==> src/rtl/cbr_pkg.sv <==
`default_nettype none
package cbr_pkg;

    // Default sizes of the storage.
    localparam int MAX_SUBCHANNELS_DEF = 32;
    localparam int MAX_WINDOW_DEF      = 1024;

    // Field widths of the stream beats.
    localparam int FUNC_W      = 2;
    localparam int SLOT_W      = 32;
    localparam int FIRST_W     = 5;
    localparam int SPAN_W      = 6;
    localparam int POWER_W     = 32;
    localparam int COUNT_OUT_W = 16;
    localparam int FRAC_W      = 16;
    localparam int RATIO_W     = FRAC_W + 1;
    localparam int S_DATA_W    = 80;
    localparam int M_DATA_W    = 40;

    // Configuration registers.
    localparam int WIN_REG_W   = 11;
    localparam int NSC_REG_W   = 6;
    localparam int THR_W       = 32;
    localparam int ADDR_W      = 4;
    localparam int APB_DATA_W  = 32;

    localparam logic [1:0] REG_WINDOW    = 2'd0;
    localparam logic [1:0] REG_SUBCH     = 2'd1;
    localparam logic [1:0] REG_THRESHOLD = 2'd2;

    localparam logic [WIN_REG_W-1:0] WIN_RESET = 11'd100;
    localparam logic [NSC_REG_W-1:0] NSC_RESET = 6'd10;
    localparam logic [THR_W-1:0]     THR_RESET = 32'd1;

    // Command codes carried in the input tuser.
    localparam logic [FUNC_W-1:0] FUNC_ADD         = 2'd0;
    localparam logic [FUNC_W-1:0] FUNC_CLOSE_MON   = 2'd1;
    localparam logic [FUNC_W-1:0] FUNC_CLOSE_UNMON = 2'd2;

    typedef enum logic [1:0] {
        ACC_ADD,
        ACC_COUNT,
        ACC_CLEAR
    } t_acc_op;

    typedef struct packed {
        logic    start;
        t_acc_op op;
    } t_acc_ctl;

    typedef enum logic [2:0] {
        ST_IDLE,
        ST_ACC,
        ST_HIST,
        ST_DIV,
        ST_OUT
    } t_state;

endpackage
`default_nettype wire

==> src/rtl/cbr_div.sv <==
`default_nettype none
module cbr_div #(
    parameter int MAX_WINDOW      = cbr_pkg::MAX_WINDOW_DEF,
    parameter int MAX_SUBCHANNELS = cbr_pkg::MAX_SUBCHANNELS_DEF
) (
    input  wire                                             i_clk,
    input  wire                                             i_rst_n,
    input  wire                                             i_start,
    input  wire [$clog2(MAX_WINDOW*MAX_SUBCHANNELS+1)-1:0]  i_total,
    input  wire [$clog2(MAX_WINDOW+1)-1:0]                  i_win,
    input  wire [$clog2(MAX_SUBCHANNELS+1)-1:0]             i_nsc,
    output logic                                            o_done,
    output logic [cbr_pkg::RATIO_W-1:0]                     o_ratio
);

    localparam int WIN_W = $clog2(MAX_WINDOW + 1);
    localparam int SC_CW = $clog2(MAX_SUBCHANNELS + 1);
    localparam int TOT_W = $clog2(MAX_WINDOW * MAX_SUBCHANNELS + 1);
    localparam int PW    = WIN_W + SC_CW;
    localparam int FW    = cbr_pkg::FRAC_W;
    localparam int RW    = cbr_pkg::RATIO_W;
    localparam int STEP_W = $clog2(FW + 1);

    logic              r_chk;
    logic              r_run;
    logic [STEP_W-1:0] r_step;
    logic [TOT_W-1:0]  r_rem;
    logic [TOT_W-1:0]  r_den;
    logic [FW-1:0]     r_q;
    logic [RW-1:0]     r_ratio;
    logic              r_done;

    logic [PW-1:0]    prod;
    logic [TOT_W:0]   rem2;
    logic             ge;
    logic [TOT_W:0]   diff;

    always_comb begin
        prod = PW'(i_win) * PW'(i_nsc);
        rem2 = {r_rem, 1'b0};
        ge   = rem2 >= {1'b0, r_den};
        diff = rem2 - {1'b0, r_den};
    end

    always_ff @(posedge i_clk) begin
        if (!i_rst_n) begin
            r_chk  <= 1'b0;
            r_run  <= 1'b0;
            r_done <= 1'b0;
            r_step <= '0;
        end else begin
            r_done <= 1'b0;
            if (i_start) begin
                r_chk <= 1'b1;
                r_rem <= i_total;
                r_den <= TOT_W'(prod);
            end else if (r_chk) begin
                r_chk <= 1'b0;
                // A total at or above the window size times the subchannel count is a full ratio.
                if (r_rem >= r_den) begin
                    r_ratio <= {1'b1, {FW{1'b0}}};
                    r_done  <= 1'b1;
                end else begin
                    r_run  <= 1'b1;
                    r_step <= STEP_W'(FW);
                    r_q    <= '0;
                end
            end else if (r_run) begin
                r_rem  <= ge ? diff[TOT_W-1:0] : rem2[TOT_W-1:0];
                r_q    <= {r_q[FW-2:0], ge};
                r_step <= r_step - 1'b1;
                if (r_step == STEP_W'(1)) begin
                    r_run   <= 1'b0;
                    r_done  <= 1'b1;
                    r_ratio <= {1'b0, r_q[FW-2:0], ge};
                end
            end
        end
    end

    assign o_done  = r_done;
    assign o_ratio = r_ratio;

endmodule
`default_nettype wire

==> config.mk <==
export PLATFORM = sky130hd
export DESIGN_NAME = cbr_div
export DESIGN_NICKNAME = d
export VERILOG_FILES = /design/src/rtl/cbr_pkg.sv /design/src/rtl/cbr_div.sv
export SDC_FILE = /design/constraint.sdc
export NUM_CORES = 1
export LEC_CHECK = 0
export BUFFER_PORTS_ARGS = -buffer_cell sky130_fd_sc_hd__buf_2
export CAP_MARGIN = 5
export CORE_UTILIZATION = 43
export DETAILED_ROUTE_END_ITERATION = 16
export PLACE_DENSITY_LB_ADDON = 0.12
export SYNTH_ARGS = -nofsm -noshare
export SYNTH_HDL_FRONTEND = slang
export SYNTH_SLANG_ARGS = --single-unit
==> constraint.sdc <==
create_clock -name i_clk -period 4.5 [get_ports i_clk]
set_input_delay 0.45 -clock i_clk [delete_from_list [all_inputs] [get_ports i_clk]]
set_output_delay 0.45 -clock i_clk [all_outputs]
set_load 0.03 [all_outputs]
==> flow_summary_export.csv, run 1 <==
group,metric,value,unit
worst_hold_path,hold_class,"primary input to flip-flop",
die,ioPinCount,54,
sta,whs,0.399,ns
critical_path,critical-path-slowest-cell,"fa_1",
sta,rsz0062_at_grt,"no",
finish,design_area,0.00664,mm^2
die,dieArea,0.0143,mm^2
routing,viasPerCell,5.21,
sta,setup_viol_count_final,0,
pwr,irDropWorstVdd,0.212,mV
critical_path,crit_path_end_kind,"flip-flop",
yosys,async_flop_share,0,
yosys,syn_area,0.00593,mm^2
sta,max_freq,252,MHz
clocking,post-cts-setup-buffers,0,
routing,first_pass_iters,4,
yosys,synth_nets,720,
critical_path,critPathMaxFanout,11,
critical_path,cp.buffers_inverters,3,
sta,slew_viol_final,0,
finish,layout-drive-gt1-share,0.131,
sta,layout_setup_ws,0.527,ns
finish,finish.utilization,0.497,
critical_path,required,4.58,ns
pwr,pwr_density_cell,435,mW/mm^2
sta,tightest_slew,0.905,ns
finish,syn_to_final_growth,11.9,%
sta,max_slew_margin,0.396,
routing,ant_nets,0,
clocking,clk_path_buf_depth,2,
yosys,synth_area_per_cell,10.1,um^2
critical_path,max_stage_delay,0.54,ns
global_routing,first_global_vias,4287,
critical_path,cp_cell_sequence,"buf_2, and2_1, fa_1, inv_1, fa_1, fa_1, inv_1, ha_1, a21oi_1, o21ai_0, o41a_1, a211o_1, nor3_1, a21oi_1, xnor2_1",
clocking,clk_latency,0.34,ns
clocking,cts_resized,0,
critical_path,crit_family,"adder cells",
place,post-place-ws,0.142,ns
critical_path,critPathLaunchType,"primary input",
clocking,postCtsHoldBufs,0,
yosys,seq_area_frac_synth,0.351,
finish,nets,769,
yosys,synth_cell_types,57,
sta,fin_crit,3.97,ns
routing,drtIter0Drc,262,
die,die_w,119,um
place,io_buffers,53,
die,core,0.0133,mm^2
finish,mostFrequentLayoutCell,"inv_1",
sta,skew,0.00782,ns
clocking,cts_max_level,3,
routing,num_vias,4271,
pwr,leakage,2.88,nW
global_routing,grt_overflow,0,
yosys,yosysTopAreaCellShare,0.324,
clocking,cts_tree,"built",
flow_run,drv_cap,0,
global_routing,grt_pass1_wl,19.7,mm
yosys,ys.warnings.count,0,
finish,diodes,0,
yosys,yosysTopAreaCell,"edfxtp_1",
place,placed_cell_area,0.00636,mm^2
global_routing,grt_max_degree,45,
status,status,"completed",
pwr,finalPower,2.89,mW
die,chipHeight,119,um
critical_path,worstRegToRegCells,7,
clocking,numClockSinks,72,
sta,finalSetupTns,0,ns
global_routing,track_usage,0.174,
yosys,netlist_instances,589,
finish,final_cell_mix,"72 x inv_1, 64 x edfxtp_1, 58 x ha_1",
clocking,numCtsBuffers,9,
yosys,synth_edf_count,64,
routing,drcViolationCount,0,
die,initial_core_util,0.445,
clocking,cts_root_buf,"clkbuf_16",
sta,post-route-period-util,0.883,
worst_hold_path,hold_depth,3,
yosys,synthFlopType,"edfxtp_1",
routing,wl_per_cell,14.3,um
finish,final_cells,819,
global_routing,antenna_found_initial,0,
routing,finalWirelength,11.7,mm
critical_path,arrival,4.05,ns
critical_path,path_depth,15,
sta,final-hold-violation-count,0,
place,hpwl,9.33,mm
yosys,synth-seq-cells,72,
place,globalplace.congestion,0.836,
yosys,synthTopCellsByArea,"edfxtp_1 32%, fa_1 12%, ha_1 12%",
place,dp_cells,803,
clocking,clk_pin_slew,0.06,ns
critical_path,path_class,"primary input to flip-flop",
critical_path,cp_common_cell,"fa_1",
die,fp-row-count,42,
[tightest hold or removal path, cell delays in order]
cell     delay, ns
buf_2         0.08
nand2_1       0.04
o31ai_1       0.06
[kinds of logic after synthesis]
logic type                 after synthesis  synth area share
AOI/OAI and AO/OA                      101             0.112
xor gates and xnor gates                24            0.0354
adders and majority gates               95             0.247
buffers and inverters                   91            0.0614
DFF                                     72             0.351
muxes                                   15            0.0264
and+or+nand+nor                        191             0.167
[cell usage after synthesis (2+ instances only)]
cell       instances
nor4_1             5
nor2_1            24
fa_1              37
buf_2              3
or3_1              5
ha_1              58
nand2_1           51
xor2_1             8
o31a_1             2
clkbuf_1          13
mux2i_1           10
nor2b_1           19
xnor2_1           16
o211ai_1           4
nand3_1           10
o21ai_1            7
o31ai_1            5
a21o_1             4
o21ai_0           23
nand2b_1           2
nor3_1            11
nand3b_1           2
buf_6              2
o21a_1             8
and3_1             2
inv_1             72
a211oi_1           3
edfxtp_1          64
nand4_1            4
mux2_2             5
o41ai_1            3
and2_1            50
a2111oi_0          2
dfxtp_1            8
a211o_1            2
a21oi_1           24
[routing by layer]
layer  GRT usage  vias up  part of all wire
met1       0.221     2046              0.47
li1            -     2135                 -
met2       0.299       75              0.48
met4      0.0641        0             0.016
met3      0.0249       15             0.032
met5           0        -                 0
[final timing paths]
check	to	slack (ns)	from
hold / removal	r_rem[0]$_DFFE_PP_	0.40	i_total[0]
setup reg to reg	r_q[3]$_SDFFCE_PP0P_	1.23	r_rem[9]$_DFFE_PP_
setup / recovery	r_den[15]$_DFFE_PP_	0.53	i_nsc[2]
hold reg to reg	r_step[1]$_SDFFE_PN0P_	0.48	r_step[1]$_SDFFE_PN0P_
[flip-flops by register name, summed over array words and instances (netlist names)]
name,count
r_den,16
r_rem,16
o_done,1
r_step,5
r_q,15
o_ratio,17
r_run,1
r_chk,1
[power breakdown]
part	internal, mW	total (mW)	switching, mW
Combinational	0.588	1.33	0.746
Sequential	0.850	0.888	0.0379
Clock	0.388	0.665	0.277
[area by class of cell]
cell class              count  area (um^2)
clock buffers              11          243
clock inverters             5         32.5
fillers                  1276         6710
inverters                  72          270
multi-input cells         426         3490
flip-flops and latches     72         2080
well taps                 176          220
repair buffers             57          295
Note: power is estimated with default switching activity, not from simulation.
==> inputs of run 2 (changes only) <==
==> constraint.sdc (replaced) <==
create_clock -name i_clk -period 4.7 [get_ports i_clk]
set_input_delay 0.47 -clock i_clk [delete_from_list [all_inputs] [get_ports i_clk]]
set_output_delay 0.47 -clock i_clk [all_outputs]
set_load 0.03 [all_outputs]
==> run 2 against run 1 <==
  * Core utilization increased by 0.63 points
  * Critical path depth unchanged
  * Final cell count decreased by 0.12%
  * Highest routed layer unchanged
  * Die area unchanged
  * Final area increased by 1.3%
  * Clock skew about the same
  * Hold slack improved by 0.018 ns
  * Flip-flop and latch count unchanged
  * First-iteration DRC count increased by 27%
  * Global-route usage increased by 0.27 points
  * Routed wire length increased by 0.59%
==> flow_summary_export.csv, run 2 (same netlist as run 1, synthesis figures left out) <==
group,metric,value,unit
global_routing,antenna_found_initial,0,
sta,skew,0.00782,ns
routing,drcViolationCount,0,
critical_path,max_stage_delay,0.54,ns
status,status,"completed",
pwr,intPower,1.95,mW
routing,drtIter0Drc,333,
pwr,p_switching,1.02,mW
critical_path,path_depth,15,
place,hpwl,9.39,mm
clocking,clk_pin_slew,0.06,ns
finish,num-fill-cells,1245,
die,die_w,119,um
clocking,numCtsBuffers,9,
pwr,switching_share,0.344,
critical_path,critical-path-slowest-cell,"fa_1",
finish,largest_register_ffs,17,
clocking,numClockSinks,72,
die,chipHeight,119,um
critical_path,cp.buffers_inverters,3,
routing,num_vias,4259,
sta,fin_crit,4.07,ns
clocking,clk_path_buf_depth,2,
clocking,cts_tree,"built",
pwr,power_frac_seq,0.286,
finish,final_cell_mix,"72 x inv_1, 64 x edfxtp_1, 58 x ha_1",
flow_run,drv_cap,0,
clocking,cts_resized,0,
sta,final-hold-violation-count,0,
finish,layout-drive-gt1-share,0.129,
critical_path,critPathMaxFanout,11,
die,initial_core_util,0.445,
sta,layout_setup_ws,0.630,ns
place,post-place-ws,0.280,ns
finish,diodes,0,
routing,viasPerCell,5.21,
critical_path,r2r-start,"r_rem[9]$_DFFE_PP_",
global_routing,first_global_vias,4277,
sta,rsz0062_at_grt,"no",
routing,ant_nets,0,
critical_path,arrival,4.14,ns
pwr,finalPower,2.98,mW
die,ioPinCount,54,
clocking,post-cts-setup-buffers,0,
pwr,pwr_density_cell,443,mW/mm^2
die,fp-row-count,42,
critical_path,crit_path_end_kind,"flip-flop",
sta,whs,0.417,ns
clocking,cts_max_level,3,
worst_hold_path,hold_depth,3,
place,dp_cells,802,
sta,slew_viol_final,0,
pwr,p_comb_frac,0.429,
critical_path,setup.worst_path.start,"i_nsc[2]",
routing,first_pass_iters,5,
global_routing,grt_pass1_wl,20.0,mm
global_routing,track_usage,0.176,
pwr,p_clk_frac,0.284,
clocking,postCtsHoldBufs,0,
worst_hold_path,hold_class,"primary input to flip-flop",
sta,setup_viol_count_final,0,
routing,wl_per_cell,14.4,um
pwr,irDropWorstVdd,0.194,mV
critical_path,cp_common_cell,"fa_1",
clocking,clk_latency,0.33,ns
critical_path,cp_cell_sequence,"buf_2, and2_1, fa_1, inv_1, fa_1, fa_1, inv_1, ha_1, a21oi_1, o21ai_0, o41a_1, a211o_1, nor3_1, a21oi_1, xnor2_1",
clocking,cts_root_buf,"clkbuf_16",
critical_path,crit_family,"adder cells",
routing,finalWirelength,11.8,mm
sta,post-route-period-util,0.866,
finish,nets,768,
finish,syn_to_final_growth,13.3,%
sta,finalSetupTns,0,ns
place,io_buffers,53,
worst_hold_path,hp-start,"i_total[0]",
critical_path,required,4.77,ns
sta,tightest_slew,0.934,ns
sta,max_slew_margin,0.376,
global_routing,grt_overflow,0,
critical_path,critPathLaunchType,"primary input",
sta,max_freq,246,MHz
finish,final_cells,818,
die,dieArea,0.0143,mm^2
place,globalplace.congestion,0.833,
critical_path,path_class,"primary input to flip-flop",
pwr,leakage,2.92,nW
global_routing,grt_max_degree,45,
critical_path,worstRegToRegCells,7,
die,core,0.0133,mm^2
finish,mostFrequentLayoutCell,"inv_1",
==> run 2: worst reg2reg max path: stages, from the launching register on <==
cell	delay [ns]
edfxtp_1	0.45
ha_1	0.34
a21oi_1	0.16
nor2_1	0.06
a2111oi_0	0.31
o21ai_0	0.34
o41ai_1	0.58
and2_1	0.65
==> run 2: final cells by class <==
class / count / area, um^2 / area share
multi-input combinational: 426 / 3490 / 0.520
sequential: 72 / 2080 / 0.310
timing repair buffer: 56 / 288 / 0.0428
inverter: 72 / 270 / 0.0402
clock buffer: 10 / 229 / 0.0341
tap: 176 / 220 / 0.0328
clock inverter: 6 / 138 / 0.0205
==> run 2: path summary, 6_finish.rpt <==
path	endpoint	slack, ns
min reg2reg	r_step[1]$_SDFFE_PN0P_	0.48
max reg2reg	r_q[7]$_SDFFCE_PP0P_	1.45
min	r_rem[0]$_DFFE_PP_	0.42
max	r_den[15]$_DFFE_PP_	0.63
==> run 2: power groups by stage <==
| stage | registers [mW] | clock network (mW) | logic (mW) |
|---|---|---|---|
| detailed placement | 0.865 | 0 | 1.28 |
| floorplan | 0.854 | 0 | 1.03 |
| finish | 0.851 | 0.847 | 1.28 |
| global route | 0.858 | 0.890 | 1.46 |
| CTS | 0.852 | 0.865 | 1.29 |
| global placement | 0.863 | 0 | 1.25 |
==> run 2: stage by stage <==
stage,utilization,cell area (um^2)
6_report,0.504,6720
3_5_place_dp,0.476,6350
2_1_floorplan,-,5930
4_1_cts,0.504,6720
5_1_grt,0.504,6720
3_3_place_gp,0.476,6350
==> run 2: routing by layer <==
layer,global-route usage,routed length [um],vias to the layer above
met5,0,0,-
met4,0.0555,163,0
met3,0.0201,383,13
met2,0.309,5810,78
met1,0.227,5440,2035
li1,-,-,2133
