**src/rtl/cbr_pkg.sv**
```systemverilog
`default_nettype none
package cbr_pkg;

    // Default sizes of the storage.
    localparam int MAX_SUBCHANNELS_DEF = 32;
    localparam int MAX_WINDOW_DEF      = 1024;

    // Field widths of the stream beats.
    localparam int FUNC_W      = 2;
    localparam int SLOT_W      = 32;
    localparam int FIRST_W     = 5;
    localparam int SPAN_W      = 6;
    localparam int POWER_W     = 32;
    localparam int COUNT_OUT_W = 16;
    localparam int FRAC_W      = 16;
    localparam int RATIO_W     = FRAC_W + 1;
    localparam int S_DATA_W    = 80;
    localparam int M_DATA_W    = 40;

    // Configuration registers.
    localparam int WIN_REG_W   = 11;
    localparam int NSC_REG_W   = 6;
    localparam int THR_W       = 32;
    localparam int ADDR_W      = 4;
    localparam int APB_DATA_W  = 32;

    localparam logic [1:0] REG_WINDOW    = 2'd0;
    localparam logic [1:0] REG_SUBCH     = 2'd1;
    localparam logic [1:0] REG_THRESHOLD = 2'd2;

    localparam logic [WIN_REG_W-1:0] WIN_RESET = 11'd100;
    localparam logic [NSC_REG_W-1:0] NSC_RESET = 6'd10;
    localparam logic [THR_W-1:0]     THR_RESET = 32'd1;

    // Command codes carried in the input tuser.
    localparam logic [FUNC_W-1:0] FUNC_ADD         = 2'd0;
    localparam logic [FUNC_W-1:0] FUNC_CLOSE_MON   = 2'd1;
    localparam logic [FUNC_W-1:0] FUNC_CLOSE_UNMON = 2'd2;

    typedef enum logic [1:0] {
        ACC_ADD,
        ACC_COUNT,
        ACC_CLEAR
    } t_acc_op;

    typedef struct packed {
        logic    start;
        t_acc_op op;
    } t_acc_ctl;

    typedef enum logic [2:0] {
        ST_IDLE,
        ST_ACC,
        ST_HIST,
        ST_DIV,
        ST_OUT
    } t_state;

endpackage
`default_nettype wire

```
**src/rtl/cbr_acc.sv**
```systemverilog
`default_nettype none
module cbr_acc #(
    parameter int MAX_SUBCHANNELS = cbr_pkg::MAX_SUBCHANNELS_DEF
) (
    input  wire                                  i_clk,
    input  wire                                  i_rst_n,
    input  wire cbr_pkg::t_acc_ctl               i_ctl,
    input  wire [$clog2(MAX_SUBCHANNELS+1)-1:0] i_start_idx,
    input  wire [$clog2(MAX_SUBCHANNELS+1)-1:0] i_end_idx,
    input  wire [cbr_pkg::POWER_W-1:0]           i_power,
    input  wire [cbr_pkg::THR_W-1:0]             i_threshold,
    output logic                                 o_done,
    output logic [$clog2(MAX_SUBCHANNELS+1)-1:0] o_busy
);

    localparam int SC_CW = $clog2(MAX_SUBCHANNELS + 1);
    localparam int SC_IW = (MAX_SUBCHANNELS > 1) ? $clog2(MAX_SUBCHANNELS) : 1;
    localparam int PW    = cbr_pkg::POWER_W;

    logic [PW-1:0]              r_mem [MAX_SUBCHANNELS];
    logic [MAX_SUBCHANNELS-1:0] r_vld;
    logic                       r_run;
    cbr_pkg::t_acc_op           r_op;
    logic [SC_CW-1:0]           r_idx;
    logic [SC_CW-1:0]           r_end;
    logic [PW-1:0]              r_power;
    logic                       r_p_vld;
    logic [SC_IW-1:0]           r_p_idx;
    logic [PW-1:0]              r_rdata;
    logic [SC_CW-1:0]           r_cnt;
    logic                       r_done;

    logic          issue;
    logic [PW-1:0] cur;
    logic [PW:0]   sum;
    logic [PW-1:0] sum_sat;

    always_comb begin
        issue   = r_run && (r_idx < r_end);
        // An entry not written since the last clear reads as zero.
        cur     = r_vld[r_p_idx] ? r_rdata : '0;
        sum     = {1'b0, cur} + {1'b0, r_power};
        sum_sat = sum[PW] ? '1 : sum[PW-1:0];
    end

    always_ff @(posedge i_clk) begin
        if (issue) begin
            r_rdata <= r_mem[r_idx[SC_IW-1:0]];
        end
        if (r_run && r_p_vld && (r_op == cbr_pkg::ACC_ADD)) begin
            r_mem[r_p_idx] <= sum_sat;
        end
    end

    always_ff @(posedge i_clk) begin
        if (!i_rst_n) begin
            r_run   <= 1'b0;
            r_p_vld <= 1'b0;
            r_vld   <= '0;
            r_done  <= 1'b0;
            r_cnt   <= '0;
            r_op    <= cbr_pkg::ACC_CLEAR;
        end else begin
            r_done <= 1'b0;
            if (i_ctl.start) begin
                r_run   <= 1'b1;
                r_op    <= i_ctl.op;
                r_idx   <= i_start_idx;
                r_end   <= i_end_idx;
                r_power <= i_power;
                r_cnt   <= '0;
                r_p_vld <= 1'b0;
            end else if (r_run) begin
                r_p_vld <= issue;
                r_p_idx <= r_idx[SC_IW-1:0];
                if (issue) begin
                    r_idx <= r_idx + 1'b1;
                end
                if (r_p_vld) begin
                    if (r_op == cbr_pkg::ACC_ADD) begin
                        r_vld[r_p_idx] <= 1'b1;
                    end else if (cur > i_threshold) begin
                        r_cnt <= r_cnt + 1'b1;
                    end
                end
                if (!issue && !r_p_vld) begin
                    r_run  <= 1'b0;
                    r_done <= 1'b1;
                    // Counting a slot and discarding one both leave the
                    // accumulators empty.
                    if (r_op != cbr_pkg::ACC_ADD) begin
                        r_vld <= '0;
                    end
                end
            end
        end
    end

    assign o_done = r_done;
    assign o_busy = r_cnt;

endmodule
`default_nettype wire

```
**config.mk**
```make
export PLATFORM = sky130hd
export DESIGN_NAME = cbr_acc
export DESIGN_NICKNAME = d
export VERILOG_FILES = /design/src/rtl/cbr_pkg.sv /design/src/rtl/cbr_acc.sv
export SDC_FILE = /design/constraint.sdc
export NUM_CORES = 1
export LEC_CHECK = 0
export BUFFER_PORTS_ARGS = -buffer_cell sky130_fd_sc_hd__buf_2
export CAP_MARGIN = 20
export CORE_MARGIN = 5
export CORE_UTILIZATION = 62
export DETAILED_ROUTE_END_ITERATION = 6
export GPL_TIMING_DRIVEN = 0
export HOLD_SLACK_MARGIN = 0.12
export PLACE_DENSITY_LB_ADDON = 0.12
export SLEW_MARGIN = 25
export SYNTH_ARGS = -nofsm -noshare
export SYNTH_HDL_FRONTEND = slang
export SYNTH_SLANG_ARGS = --single-unit
```
**constraint.sdc**
```tcl
create_clock -name i_clk -period 7.34 [get_ports i_clk]
set_input_delay 1.101 -clock i_clk [delete_from_list [all_inputs] [get_ports i_clk]]
set_output_delay 1.101 -clock i_clk [all_outputs]
set_load 0.01 [all_outputs]
```
==> results of run 1 <==
critical path: stages (launching register included):
cell and delay, ns:
edfxtp_1 0.44, buf_2 0.23, nand3b_1 0.54, o22ai_1 0.33, nor3_1 0.12, o22ai_4 0.48
clkbuf_1 0.60, and2_1 0.28, ha_1 0.32, a211oi_1 0.26, o221ai_1 0.35, nor4_1 0.37
nor3_1 0.09, o2bb2ai_1 0.28, a211o_1 0.38, a31oi_1 0.21, or2_1 0.21, buf_4 0.29
buf_4 0.26, nand2_1 0.67
report_power, final:
group | leakage, nW | internal (mW) | switching (mW)
Clock | 1.70 | 3.09 | 2.37
Combinational | 5.65 | 0.391 | 0.779
Sequential | 10.3 | 7.52 | 0.0261
cells by family after synthesis:
logic type                 synth area share (%)
adders and majority gates                 1.950
xor gates and xnor gates                 0.5852
AOI/OAI and AO/OA                         2.530
DFF                                       73.38
buffers and inverters                     1.354
and+or+nand+nor                           3.371
muxes                                     16.83
cell type report:
type                            count  area share, %
Inverter                           50         0.3507
Clock inverter                     59         0.8230
Sequential cell                  1148          63.61
Buffer                            109         0.9119
Timing Repair Buffer              159          3.870
Multi-Input combinational cell    977          22.53
Tap cell                          969          2.266
Clock buffer                      148          5.639
routing by layer:
layer | up-vias | share of wire (%) | wire length (um) | GRT usage (%)
met5 | - | 0.011 | 13 | 0
met2 | 1625 | 48 | 58770 | 48.99
met1 | 12880 | 37 | 44790 | 42.11
li1 | 9940 | - | - | -
met3 | 274 | 12 | 14370 | 8.353
met4 | 2 | 3.7 | 4582 | 9.469
worst max-delay path by stage:
stage | endpoint | slack [ns] | depth (start not counted)
floorplan | r_mem[0][31] | 2.10 | 19
global placement | r_vld[22] | -0.77 | 12
detailed placement | r_mem[21][8] | 0.42 | 18
CTS | r_mem[20][8] | 0.34 | 18
global route | r_mem[15][17] | -0.23 | 19
finish | r_mem[9][30] | 0.06 | 19
flip-flops by register name (all words and copies together) (netlist names):
register and cells:
r_rdata 32, r_end 6, r_op 2, r_p_idx 5, r_power 32, o_busy 6
r_run 1, r_idx 6, r_vld 32, r_p_vld 1, r_mem 1024, o_done 1
layout by cell type, fill, tap and decap left out, types with 5 or more instances in the layout:
cell       instances
buf_6              8
mux2_2            34
and3_1             5
a31oi_1            9
inv_1             50
nor2_1           101
o21ai_0           25
a21o_1            28
mux2i_1           21
nor2_4            32
nand2_1           48
nand2b_1           8
xor2_1            13
o21bai_1           8
clkbuf_1          84
dfxtp_1           43
nor3_1            10
and2_1            33
buf_12            31
nor2b_1            9
mux4_2           320
xnor2_1           18
bufinv_16          6
edfxtp_1        1105
or3_1              6
a21oi_1           49
a211oi_1           9
clkbuf_16        114
ha_1              69
nand3_1           11
clkinv_1          25
buf_16            34
clkbuf_2          16
buf_2            116
nand4_1           11
nand2_2           16
and4_1             6
clkinv_2          22
stage by stage:
stage	std cells	setup TNS, ns
floorplan	2284	0
global placement	3340	-27.16
detailed placement	3412	0
CTS	3619	0
global route	3619	-35.20
finish	3619	0
repair_timing:
item	4_1_cts	5_1_grt
hold buffers	0	0
endpoints found under the setup margin	0	538
gates resized for setup	0	10
==> implementation parameters, run 1 <==
Parameter                              Value

Hold path
  Hold Crit Endpoint ... r_vld[9]
  Min-Delay Path Depth ... 2
  Hold Path Origin ... r_vld[9]
  Path class of the lowest-slack min-delay path ... register to register

Timing
  Setup repair after global routing missed its margin ... yes
  Setup slack after layout ... 0.05913 ns
  Total of endpoints with negative setup slack in the final report ... 0
  Min Hold Slack ... 0.4713 ns
  Final-report hold violation count ... 0
  Highest clock frequency the design can meet ... 137.3 MHz
  Max Clock Skew ... 0.03073 ns
  Max-slew violation total from the final report ... 0
  Transition time at the pin with the least slew margin ... 1.177 ns
  Fraction of the cycle the final worst path needs ... 99.19%
  Worst rel slew slack ... 21.56%
  Final critical delay including setup and external delays ... 7.281 ns

Clocking
  Clock root buffer ... clkbuf_16
  TritonCTS clock tree ... yes
  Clock Sink Count ... 1,148
  Number of clock buffers inserted by TritonCTS ... 113
  Buffers from clock root to sink, at most ... 3
  Clock latency on the worst-skew pair ... 0.68 ns
  Clock transition at path regs ... 0.06 ns
  Post-CTS Setup Repair Bufs ... 0
  H-tree depth reported by CTS ... 3

Synthesis
  Count leader, synth ... edfxtp_1
  YS warnings ... 0
  Post-synth net total ... 2,435
  Number of flops mapped to enable cells by yosys ... 1,105
  Yosys top cell by area ... edfxtp_1
  Share of the synthesized area in the top cell type ... 71.52%
  Top post-synthesis cells by count ... 1,105 x edfxtp_1, 320 x mux4_2, 136 x nor2_1
  Leading post-synthesis cells by cell area ... edfxtp_1 72%, mux4_2 16%, ha_1 1.9%, dfxtp_1 1.9%, nor2_1 1.1%
  Synth Instances ... 2,284
  Post-synthesis cell type count ... 72
  Proportion of register bits with asynchronous set or reset after synthesis ... 0%
  Post-Synthesis Mean Instance Area ... 20.31 um^2
  Combined area of all synthesized cells ... 46,390 um^2
  Sequential element share of the synthesized area ... 73.38%
  Ys flop type ... edfxtp_1
  Flip-flop and latch count after synthesis ... 1,148

Floorplanning
  Core Footprint ... 74,320 um^2
  Num ports ... 88
  Die area ... 80,400 um^2
  Die outline width ... 283.6 um
  Starting Density ... 62.42%
  Die Ht ... 283.6 um
  FP Rows ... 100

Route
  1st-iter DRT viols ... 3,439
  Total Routed Length ... 122.5 mm
  Number of vias per cell after detailed routing ... 6.831
  Via count of the routed design ... 24,720
  Detail-routed net length per standard cell ... 33.85 um
  Number of routed nets with antenna violations ... 0
  TritonRoute pass-1 iters ... 6
  DRC violation count after routing ... 0

Worst setup path
  Number of cells on the worst reg-to-reg path ... 19
  Slack of the worst reg-to-reg path ... 0.06 ns
  CP Data Arrival Time ... 7.42 ns
  Endpoint of the worst-slack reg-to-reg timing path ... r_mem[9][30]
  Critical path startpoint category ... register
  Crit Reg-Reg Startpoint ... r_p_idx[3]
  Worst Path Class, Setup ... register to register
  Worst-path fanout max ... 32
  Origin of the worst setup path ... r_p_idx[3]
  Critical Path End Type ... register
  Data required time at the worst endpoint ... 7.48 ns

Finish
  Layout Cell Area excl Fill ... 53,510 um^2
  Total of fill cells in the finished design ... 4,379
  Final net count ... 2,709
  Layout cell share with drive strength beyond 1 ... 29.85%
  Final design utilization ... 72.00%
  Sequential cell area ... 34,040 um^2
  Area used by multi-input combinational logic ... 12,050 um^2
  Antenna fix cells ... 0
  Area Growth Syn to Fin ... 15.35%

Pwr
  Pwr per Cell Area ... 264.8 nW/um^2
  Leak Pwr ... 17.64 nW
  Maximum resistive drop on vdd ... 216.1 uV
  Final Total Pwr ... 14.17 mW

Global route
  First-pass GRT wire length ... 175.7 mm
  Maximum number of pins on one net before global-route repair ... 33
  Grt ovf ... 0
  Via count of the first global-routing pass ... 25,120
  Number of antenna violations at the first check in global routing ... 1
  All-layer global routing usage ... 30.58%

Placed design
  Number of port buffers ... 87
  Worst-case setup slack after placement ... 0.4151 ns
  RD Place Congestion ... 0.9315
  Instance area after placement ... 50,010 um^2
  Half-perimeter wire length of the detailed placement result ... 83.32 mm

Flow run
  Number of max-capacitance violations reported ... 0

Outcome
  Status ... finished clean
(Power assumes the default switching activity.)
==> inputs of run 2 (changes only) <==
REMOVE_ABC_BUFFERS = 1   (was default)
clock period = 7.4 ns   (was 7.34 ns; I/O delays follow)
==> run 2 against run 1 <==
Against the previous run:
- the flow now finishes with violations (design-rule violations)
- combinational power hardly changed
- die area stayed put
- register-to-register slack better by 0.41 ns
==> implementation parameters, run 2 (synthesis gave the netlist of run 1 again) <==
Parameter                              Value

Timing
  Setup slack after layout ... 0.4657 ns (+0.4066 ns)
  Highest clock frequency the design can meet ... 144.2 MHz (+5.0%)
  Fraction of the cycle the final worst path needs ... 93.71% (-5.5 points)
  Total of endpoints with negative setup slack in the final report ... 0 (unchanged)
  Final critical delay including setup and external delays ... 6.934 ns (-0.3466 ns)
  Final-report hold violation count ... 0 (unchanged)
  Setup repair after global routing missed its margin ... no
  Max Clock Skew ... 0.02933 ns (-0.001396 ns)
  Transition time at the pin with the least slew margin ... 1.038 ns (-0.1383 ns)
  Max-slew violation total from the final report ... 0 (unchanged)
  Worst rel slew slack ... 30.14% (+8.6 points)

Pwr
  Leak Pwr ... 18.12 nW (+2.7%)
  Net switching power of the design ... 3.145 mW (-0.82%)
  Relative contribution of sequential cells to total power ... 52.3% (-1.0 points)
  Part of the power in combinational logic ... 8.1% (-0.2 points)
  Clock network power share ... 39.6% (+1.1 points)
  Pwr per Cell Area ... 262.3 nW/um^2 (-0.97%)
  Net switching share of the total power ... 21.97% (-0.40 points)
  Cell internal pwr ... 11.17 mW (+1.5%)
  Final Total Pwr ... 14.31 mW (+1.0%)
  Maximum resistive drop on vdd ... 210.0 uV (-2.8%)

Clocking
  CTS resizes ... 0 (unchanged)
  Clock root buffer ... clkbuf_16
  CTS Hold Bufs ... 0 (unchanged)
  Post-CTS Setup Repair Bufs ... 0 (unchanged)
  Buffers from clock root to sink, at most ... 3 (unchanged)
  H-tree depth reported by CTS ... 3 (unchanged)
  TritonCTS clock tree ... yes
  Clock transition at path regs ... 0.06 ns (about the same)
  Clock Sink Count ... 1,148 (unchanged)
  Clock latency on the worst-skew pair ... 0.69 ns (about the same)
  Number of clock buffers inserted by TritonCTS ... 114 (+0.88%)

Finish
  Layout cell share with drive strength beyond 1 ... 31.17% (+1.3 points)
  Most common cell after layout, fill and taps aside ... edfxtp_1
  Commonest cells after routing, fill and taps aside ... 1,105 x edfxtp_1, 320 x mux4_2, 117 x clkbuf_16, 101 x nor2_1, 90 x buf_2
  Layout Cell Area excl Fill ... 54,580 um^2 (+2.0%)
  Final net count ... 2,692 (-0.63%)
  Antenna fix cells ... 0 (unchanged)
  Final design utilization ... 73.43% (+1.4 points)
  Number of flip-flops under the largest register name ... 1,024 (unchanged)
  Register with the most flip-flops ... r_mem
  Area Growth Syn to Fin ... 17.63%

Route
  Total Routed Length ... 122.5 mm (about the same)
  DRC violation count after routing ... 4 (+4)
  Number of vias per cell after detailed routing ... 6.789 (-0.62%)
  1st-iter DRT viols ... 3,493 (+1.6%)
  Via count of the routed design ... 24,480 (-0.98%)
  Detail-routed net length per standard cell ... 33.96 um (+0.33%)
  Number of routed nets with antenna violations ... 0 (unchanged)
  TritonRoute pass-1 iters ... 7 (+1)

Worst setup path
  CP Data Arrival Time ... 7.27 ns (-0.15 ns)
  Worst-path fanout max ... 32 (unchanged)
  Critical Path End Type ... register
  Origin of the worst setup path ... r_p_idx[0]
  Data required time at the worst endpoint ... 7.73 ns (+0.25 ns)
  Crit Reg-Reg Startpoint ... r_p_idx[0]
  Worst Path Class, Setup ... register to register
  Critical path startpoint category ... register

Global route
  Maximum number of pins on one net before global-route repair ... 39 (+18%)
  Number of antenna violations at the first check in global routing ... 0 (-1)
  All-layer global routing usage ... 30.45% (-0.12 points)
  Grt ovf ... 0 (unchanged)
  First-pass GRT wire length ... 175.7 mm (about the same)
  Via count of the first global-routing pass ... 25,080 (-0.20%)

Floorplanning
  FP Rows ... 100 (unchanged)
  Die Ht ... 283.6 um (unchanged)
  Num ports ... 88 (unchanged)
  Die outline width ... 283.6 um (unchanged)
  Die area ... 80,400 um^2 (unchanged)
  Core Footprint ... 74,320 um^2 (unchanged)
  Starting Density ... 62.42% (unchanged)

Placed design
  Half-perimeter wire length of the detailed placement result ... 81.26 mm (-2.5%)
  Instance area after placement ... 50,900 um^2 (+1.8%)
  RD Place Congestion ... 0.8842 (-5.1%)
  Number of port buffers ... 87 (unchanged)
  Worst-case setup slack after placement ... 0.2867 ns (-0.1284 ns)

Hold path
  Hold Path Origin ... r_vld[18]
  Path class of the lowest-slack min-delay path ... register to register

Outcome
  Status ... finished, violations left
  Violations in the final reports ... design-rule violations

Flow run
  Number of max-capacitance violations reported ... 0 (unchanged)
-- run 2: worst max-delay path: stages, from the launching register on --
cell	delay, ns
edfxtp_1	0.71
buf_8	0.25
mux2i_1	0.30
o22ai_1	0.13
nor4_1	0.54
o22ai_4	0.33
buf_16	0.26
buf_8	0.16
and2_1	0.18
ha_1	0.41
nand4_1	0.21
o221ai_1	0.53
a2111oi_0	0.15
o2bb2ai_1	0.52
a211o_1	0.25
a31oi_1	0.11
or2_2	0.48
buf_12	0.24
nand2_1	0.75
-- run 2: per-stage QoR --
stage	instances	TNS, ns	hold slack [ns]
after floorplan	2175	-545.72	0.4361
after global placement	3231	-2047.22	0.4469
after detailed placement	3392	0	0.4612
after CTS	3604	0	0.4752
after global routing	3606	0	0.5124
final	3606	0	0.4758
-- run 2: final timing paths --
path / to / slack, ns / cells past startpoint
setup / recovery: r_mem[4][14] / 0.47 / 18
hold / removal: r_vld[18] / 0.48 / 2
setup reg to reg: r_mem[4][14] / 0.47 / 18
hold reg to reg: r_vld[18] / 0.48 / 2
-- run 2: per-layer routing --
metal	track usage, %	share of wire [%]	vias to the layer above
met5	0	0	-
met4	10.29	3.8	0
met3	6.386	10	285
met2	49.93	49	1569
met1	41.83	37	12700
li1	-	-	9926
-- run 2: layout make-up --
| cell class | count | area [um^2] |
|---|---|---|
| Fill cell | 4113 | 19750 |
| Multi-Input combinational cell | 977 | 12030 |
| Clock inverter | 56 | 563.0 |
| Sequential cell | 1148 | 34040 |
| Inverter | 50 | 187.7 |
| Tap cell | 969 | 1212 |
| Clock buffer | 156 | 3084 |
| Timing Repair Buffer | 250 | 3458 |
-- run 2: power groups by stage --
stage | registers, mW | clock network, mW | logic, mW
2_1_floorplan | 7.69 | 0 | 0.760
3_3_place_gp | 7.77 | 0 | 1.07
3_5_place_dp | 7.63 | 0 | 1.13
4_1_cts | 7.49 | 5.72 | 1.14
5_1_grt | 7.49 | 6.02 | 1.24
6_report | 7.49 | 5.67 | 1.16
==> inputs of run 3 (changes only) <==
ABC_AREA = 1   (was default)
CORE_UTILIZATION = 63   (was 62)
==> run 3 against run 2 <==
Against the previous run:
- the run now ends clean
- clock skew down 0.0060 ns
- critical path depth up 2
- final cell count up 44%
- synthesized cell count up 71%
- worst hold slack worse by 0.024 ns
- total power down 2.8%
- clock power down 1%
- die area up 0.86%
- final area up 1.0%
- via count up 36%
- fmax up 9.3%
==> implementation parameters, run 3 <==
Parameter                              Value

Pwr
  Pwr per Cell Area ... 252.3 nW/um^2 (-3.8%)
  Relative contribution of sequential cells to total power ... 51.9% (-0.4 points)
  Net switching share of the total power ... 22.49% (+0.52 points)
  Cell internal pwr ... 10.78 mW (-3.5%)
  Clock network power share ... 40.4% (+0.8 points)
  Leak Pwr ... 19.47 nW (+7.4%)
  Part of the power in combinational logic ... 7.7% (-0.4 points)
  Net switching power of the design ... 3.128 mW (-0.54%)
  Maximum resistive drop on vdd ... 232.2 uV (+11%)

Floorplanning
  Die outline width ... 284.8 um (+0.43%)
  Num ports ... 88 (unchanged)
  FP Rows ... 100 (unchanged)
  Die area ... 81,090 um^2 (+0.86%)
  Die Ht ... 284.8 um (+0.43%)
  Core Footprint ... 74,700 um^2 (+0.50%)
  Starting Density ... 63.67% (+1.2 points)

Synthesis
  Combined area of all synthesized cells ... 47,560 um^2 (+2.5%)
  Ys flop type ... edfxtp_1
  Number of flops mapped to enable cells by yosys ... 1,105 (unchanged)
  Post-Synthesis Mean Instance Area ... 12.20 um^2 (-40%)
  Flip-flop and latch count after synthesis ... 1,148 (unchanged)
  Synth Instances ... 3,899 (+71%)
  Leading post-synthesis cells by cell area ... edfxtp_1 70%, o21ai_0 6.0%, nor2_1 5.0%, nand2_1 2.7%, o22ai_1 2.1%
  Post-synthesis cell type count ... 52 (-28%)
  Share of the synthesized area in the top cell type ... 69.77% (-1.8 points)
  YS warnings ... 0 (unchanged)
  Count leader, synth ... edfxtp_1
  Sequential element share of the synthesized area ... 71.58% (-1.8 points)
  Proportion of register bits with asynchronous set or reset after synthesis ... 0% (unchanged)
  Top post-synthesis cells by count ... 1,105 x edfxtp_1, 636 x nor2_1, 572 x o21ai_0
  Yosys top cell by area ... edfxtp_1

Timing
  Final-report hold violation count ... 0 (unchanged)
  Total of endpoints with negative setup slack in the final report ... 0 (unchanged)
  Fraction of the cycle the final worst path needs ... 85.72% (-8.0 points)
  Setup repair after global routing missed its margin ... no
  Max-slew violation total from the final report ... 0 (unchanged)
  Max Clock Skew ... 0.02329 ns (-0.006041 ns)
  Setup slack after layout ... 1.056 ns (+0.5907 ns)
  Min Hold Slack ... 0.4521 ns (-0.02373 ns)
  Final critical delay including setup and external delays ... 6.344 ns (-0.5907 ns)
  Worst rel slew slack ... 28.21% (-1.9 points)
  Transition time at the pin with the least slew margin ... 1.074 ns (+0.03593 ns)
  Highest clock frequency the design can meet ... 157.6 MHz (+9.3%)

Route
  Detail-routed net length per standard cell ... 25.53 um (-25%)
  Number of routed nets with antenna violations ... 0 (unchanged)
  1st-iter DRT viols ... 4,328 (+24%)
  DRC violation count after routing ... 0 (-4)
  Total Routed Length ... 132.7 mm (+8.4%)
  Number of vias per cell after detailed routing ... 6.398 (-5.7%)
  TritonRoute pass-1 iters ... 6 (-1)
  Via count of the routed design ... 33,270 (+36%)

Worst setup path
  CP Data Arrival Time ... 6.45 ns (-0.82 ns)
  Data required time at the worst endpoint ... 7.51 ns (-0.22 ns)
  Critical path startpoint category ... register
  Most Frequent Cell on Critical Path ... nand2_1
  Cell with the largest stage delay on the worst path ... edfxtp_1
  Worst stage delay on the critical path ... 0.86 ns (+0.11 ns)
  Largest delay contributor family on the critical path ... simple AND/OR/NAND/NOR gates
  Critical Path End Type ... register
  Worst Path Class, Setup ... register to register
  Sequence of cells on the critical path ... inv_2 -> nand2_1 -> nand2_1 -> nand2_1 -> nand2_1 -> nand2_1 -> nand2_1 -> nor2_1 -> nand2_4 -> inv_2 -> nor2_1 -> ha_1 -> a21oi_1 -> o21ai_0 -> o21bai_2 -> nand2_2 -> nand2_2 -> a21oi_4 -> buf_16 -> nand3_1
  Worst-path fanout max ... 32 (unchanged)
  Buffers plus inverters on the worst setup path ... 3 (-1)

Finish
  Register with the most flip-flops ... r_mem
  Total of fill cells in the finished design ... 4,808 (+17%)
  Sequential cell area ... 34,040 um^2 (unchanged)
  Area Growth Syn to Fin ... 15.92%
  Area used by multi-input combinational logic ... 12,060 um^2 (+0.29%)
  Commonest cells after routing, fill and taps aside ... 1,105 x edfxtp_1, 633 x nor2_1, 572 x o21ai_0, 337 x nand2_1, 200 x inv_1
  Number of flip-flops under the largest register name ... 1,024 (unchanged)
  Final net count ... 4,284 (+59%)
  Most common cell after layout, fill and taps aside ... edfxtp_1
  Layout cell share with drive strength beyond 1 ... 13.85% (-17 points)
  Antenna fix cells ... 0 (unchanged)

Flow run
  Number of max-capacitance violations reported ... 0 (unchanged)

Clocking
  Buffers from clock root to sink, at most ... 3 (unchanged)
  Clock Sink Count ... 1,148 (unchanged)
  Post-CTS Setup Repair Bufs ... 0 (unchanged)
  CTS resizes ... 0 (unchanged)
  TritonCTS clock tree ... yes
  Clock root buffer ... clkbuf_16
  Clock transition at path regs ... 0.06 ns (about the same)
  CTS Hold Bufs ... 0 (unchanged)
  H-tree depth reported by CTS ... 3 (unchanged)
  Number of clock buffers inserted by TritonCTS ... 112 (-1.8%)
  Clock latency on the worst-skew pair ... 0.68 ns (about the same)

Global route
  Via count of the first global-routing pass ... 31,980 (+28%)
  Maximum number of pins on one net before global-route repair ... 129 (+230%)
  Grt ovf ... 0 (unchanged)
  First-pass GRT wire length ... 194.6 mm (+11%)
  All-layer global routing usage ... 31.88% (+1.4 points)
  Number of antenna violations at the first check in global routing ... 1 (+1)

Placed design
  Worst-case setup slack after placement ... 0.7375 ns (+0.4507 ns)
  RD Place Congestion ... 0.9439 (+6.8%)
  Half-perimeter wire length of the detailed placement result ... 89.18 mm (+9.7%)
  Number of port buffers ... 87 (unchanged)

Outcome
  Status ... finished clean

Hold path
  Path class of the lowest-slack min-delay path ... register to register
[run 3: cell count changes in the layout (fill, tap and decap cells not counted), moves of 150 or more]
cell,before,now
o21ai_0,25,572
nor2_1,101,633
mux4_2,320,0
nand2_1,62,337
buf_4,1,163
o22ai_1,3,161
inv_1,50,200
[run 3: layout make-up]
| type | count | share of cell area [%] |
|---|---|---|
| flip-flops and latches | 1148 | 61.75 |
| clock inverters | 69 | 1.058 |
| clock buffers | 143 | 5.544 |
| well taps | 969 | 2.199 |
| multi-input cells | 2307 | 21.88 |
| repair buffers | 352 | 6.066 |
| inverters | 212 | 1.502 |
[run 3: worst paths after layout]
check        startpoint       endpoint  slack [ns]  cells past startpoint
max          r_p_idx[0]  r_mem[15][26]        1.06                     20
min           r_vld[25]      r_vld[25]        0.45                      2
max reg2reg  r_p_idx[0]  r_mem[15][26]        1.06                     20
min reg2reg   r_vld[25]      r_vld[25]        0.45                      2
[run 3: logic make-up after synthesis]
group | Yosys count | synth area share (%)
buffers and inverters | 444 | 3.575
AOI/OAI and AO/OA | 1002 | 12.20
DFF | 1148 | 71.58
adders and majority gates | 70 | 1.857
xor gates and xnor gates | 19 | 0.3499
and+or+nand+nor | 1215 | 10.42
muxes | 1 | 0.02368
[run 3: through the flow]
step	util [%]	setup TNS, ns	instance area (um^2)	total power, mW	instances
floorplan	-	-1138.41	46660	7.977	3667
global placement	64.67	-4112.07	48300	8.348	4723
detailed placement	68.74	0	51350	8.400	4983
CTS	73.62	0	54990	13.92	5195
global route	73.81	0	55130	14.32	5200
finish	73.81	0	55130	13.91	5200
[run 3: power groups by stage]
stage               clock [mW]  sequential (mW)  combinational [mW]
floorplan                    0             7.40               0.577
global placement             0             7.48               0.872
detailed placement           0             7.36                1.04
CTS                       5.65             7.22                1.05
global route              5.94             7.22                1.16
finish                    5.61             7.22                1.07
[run 3: routing by layer]
layer	track usage (%)	part of all wire, %	vias to the layer above
li1	-	-	14790
met1	40.97	36	16110
met4	14.84	5.3	0
met2	53.49	49	1962
met5	0	0	-
met3	5.743	9.8	409
[run 3: worst register-to-register path, stage by stage, from the launching register on]
cell and delay, ns:
edfxtp_1 0.86, inv_2 0.33, nand2_1 0.13, nand2_1 0.06, nand2_1 0.05, nand2_1 0.06, nand2_1 0.07, nand2_1 0.05
nor2_1 0.23, nand2_4 0.14, inv_2 0.55, nor2_1 0.23, ha_1 0.41, a21oi_1 0.30, o21ai_0 0.19, o21bai_2 0.29
nand2_2 0.10, nand2_2 0.07, a21oi_4 0.66, buf_16 0.24, nand3_1 0.73
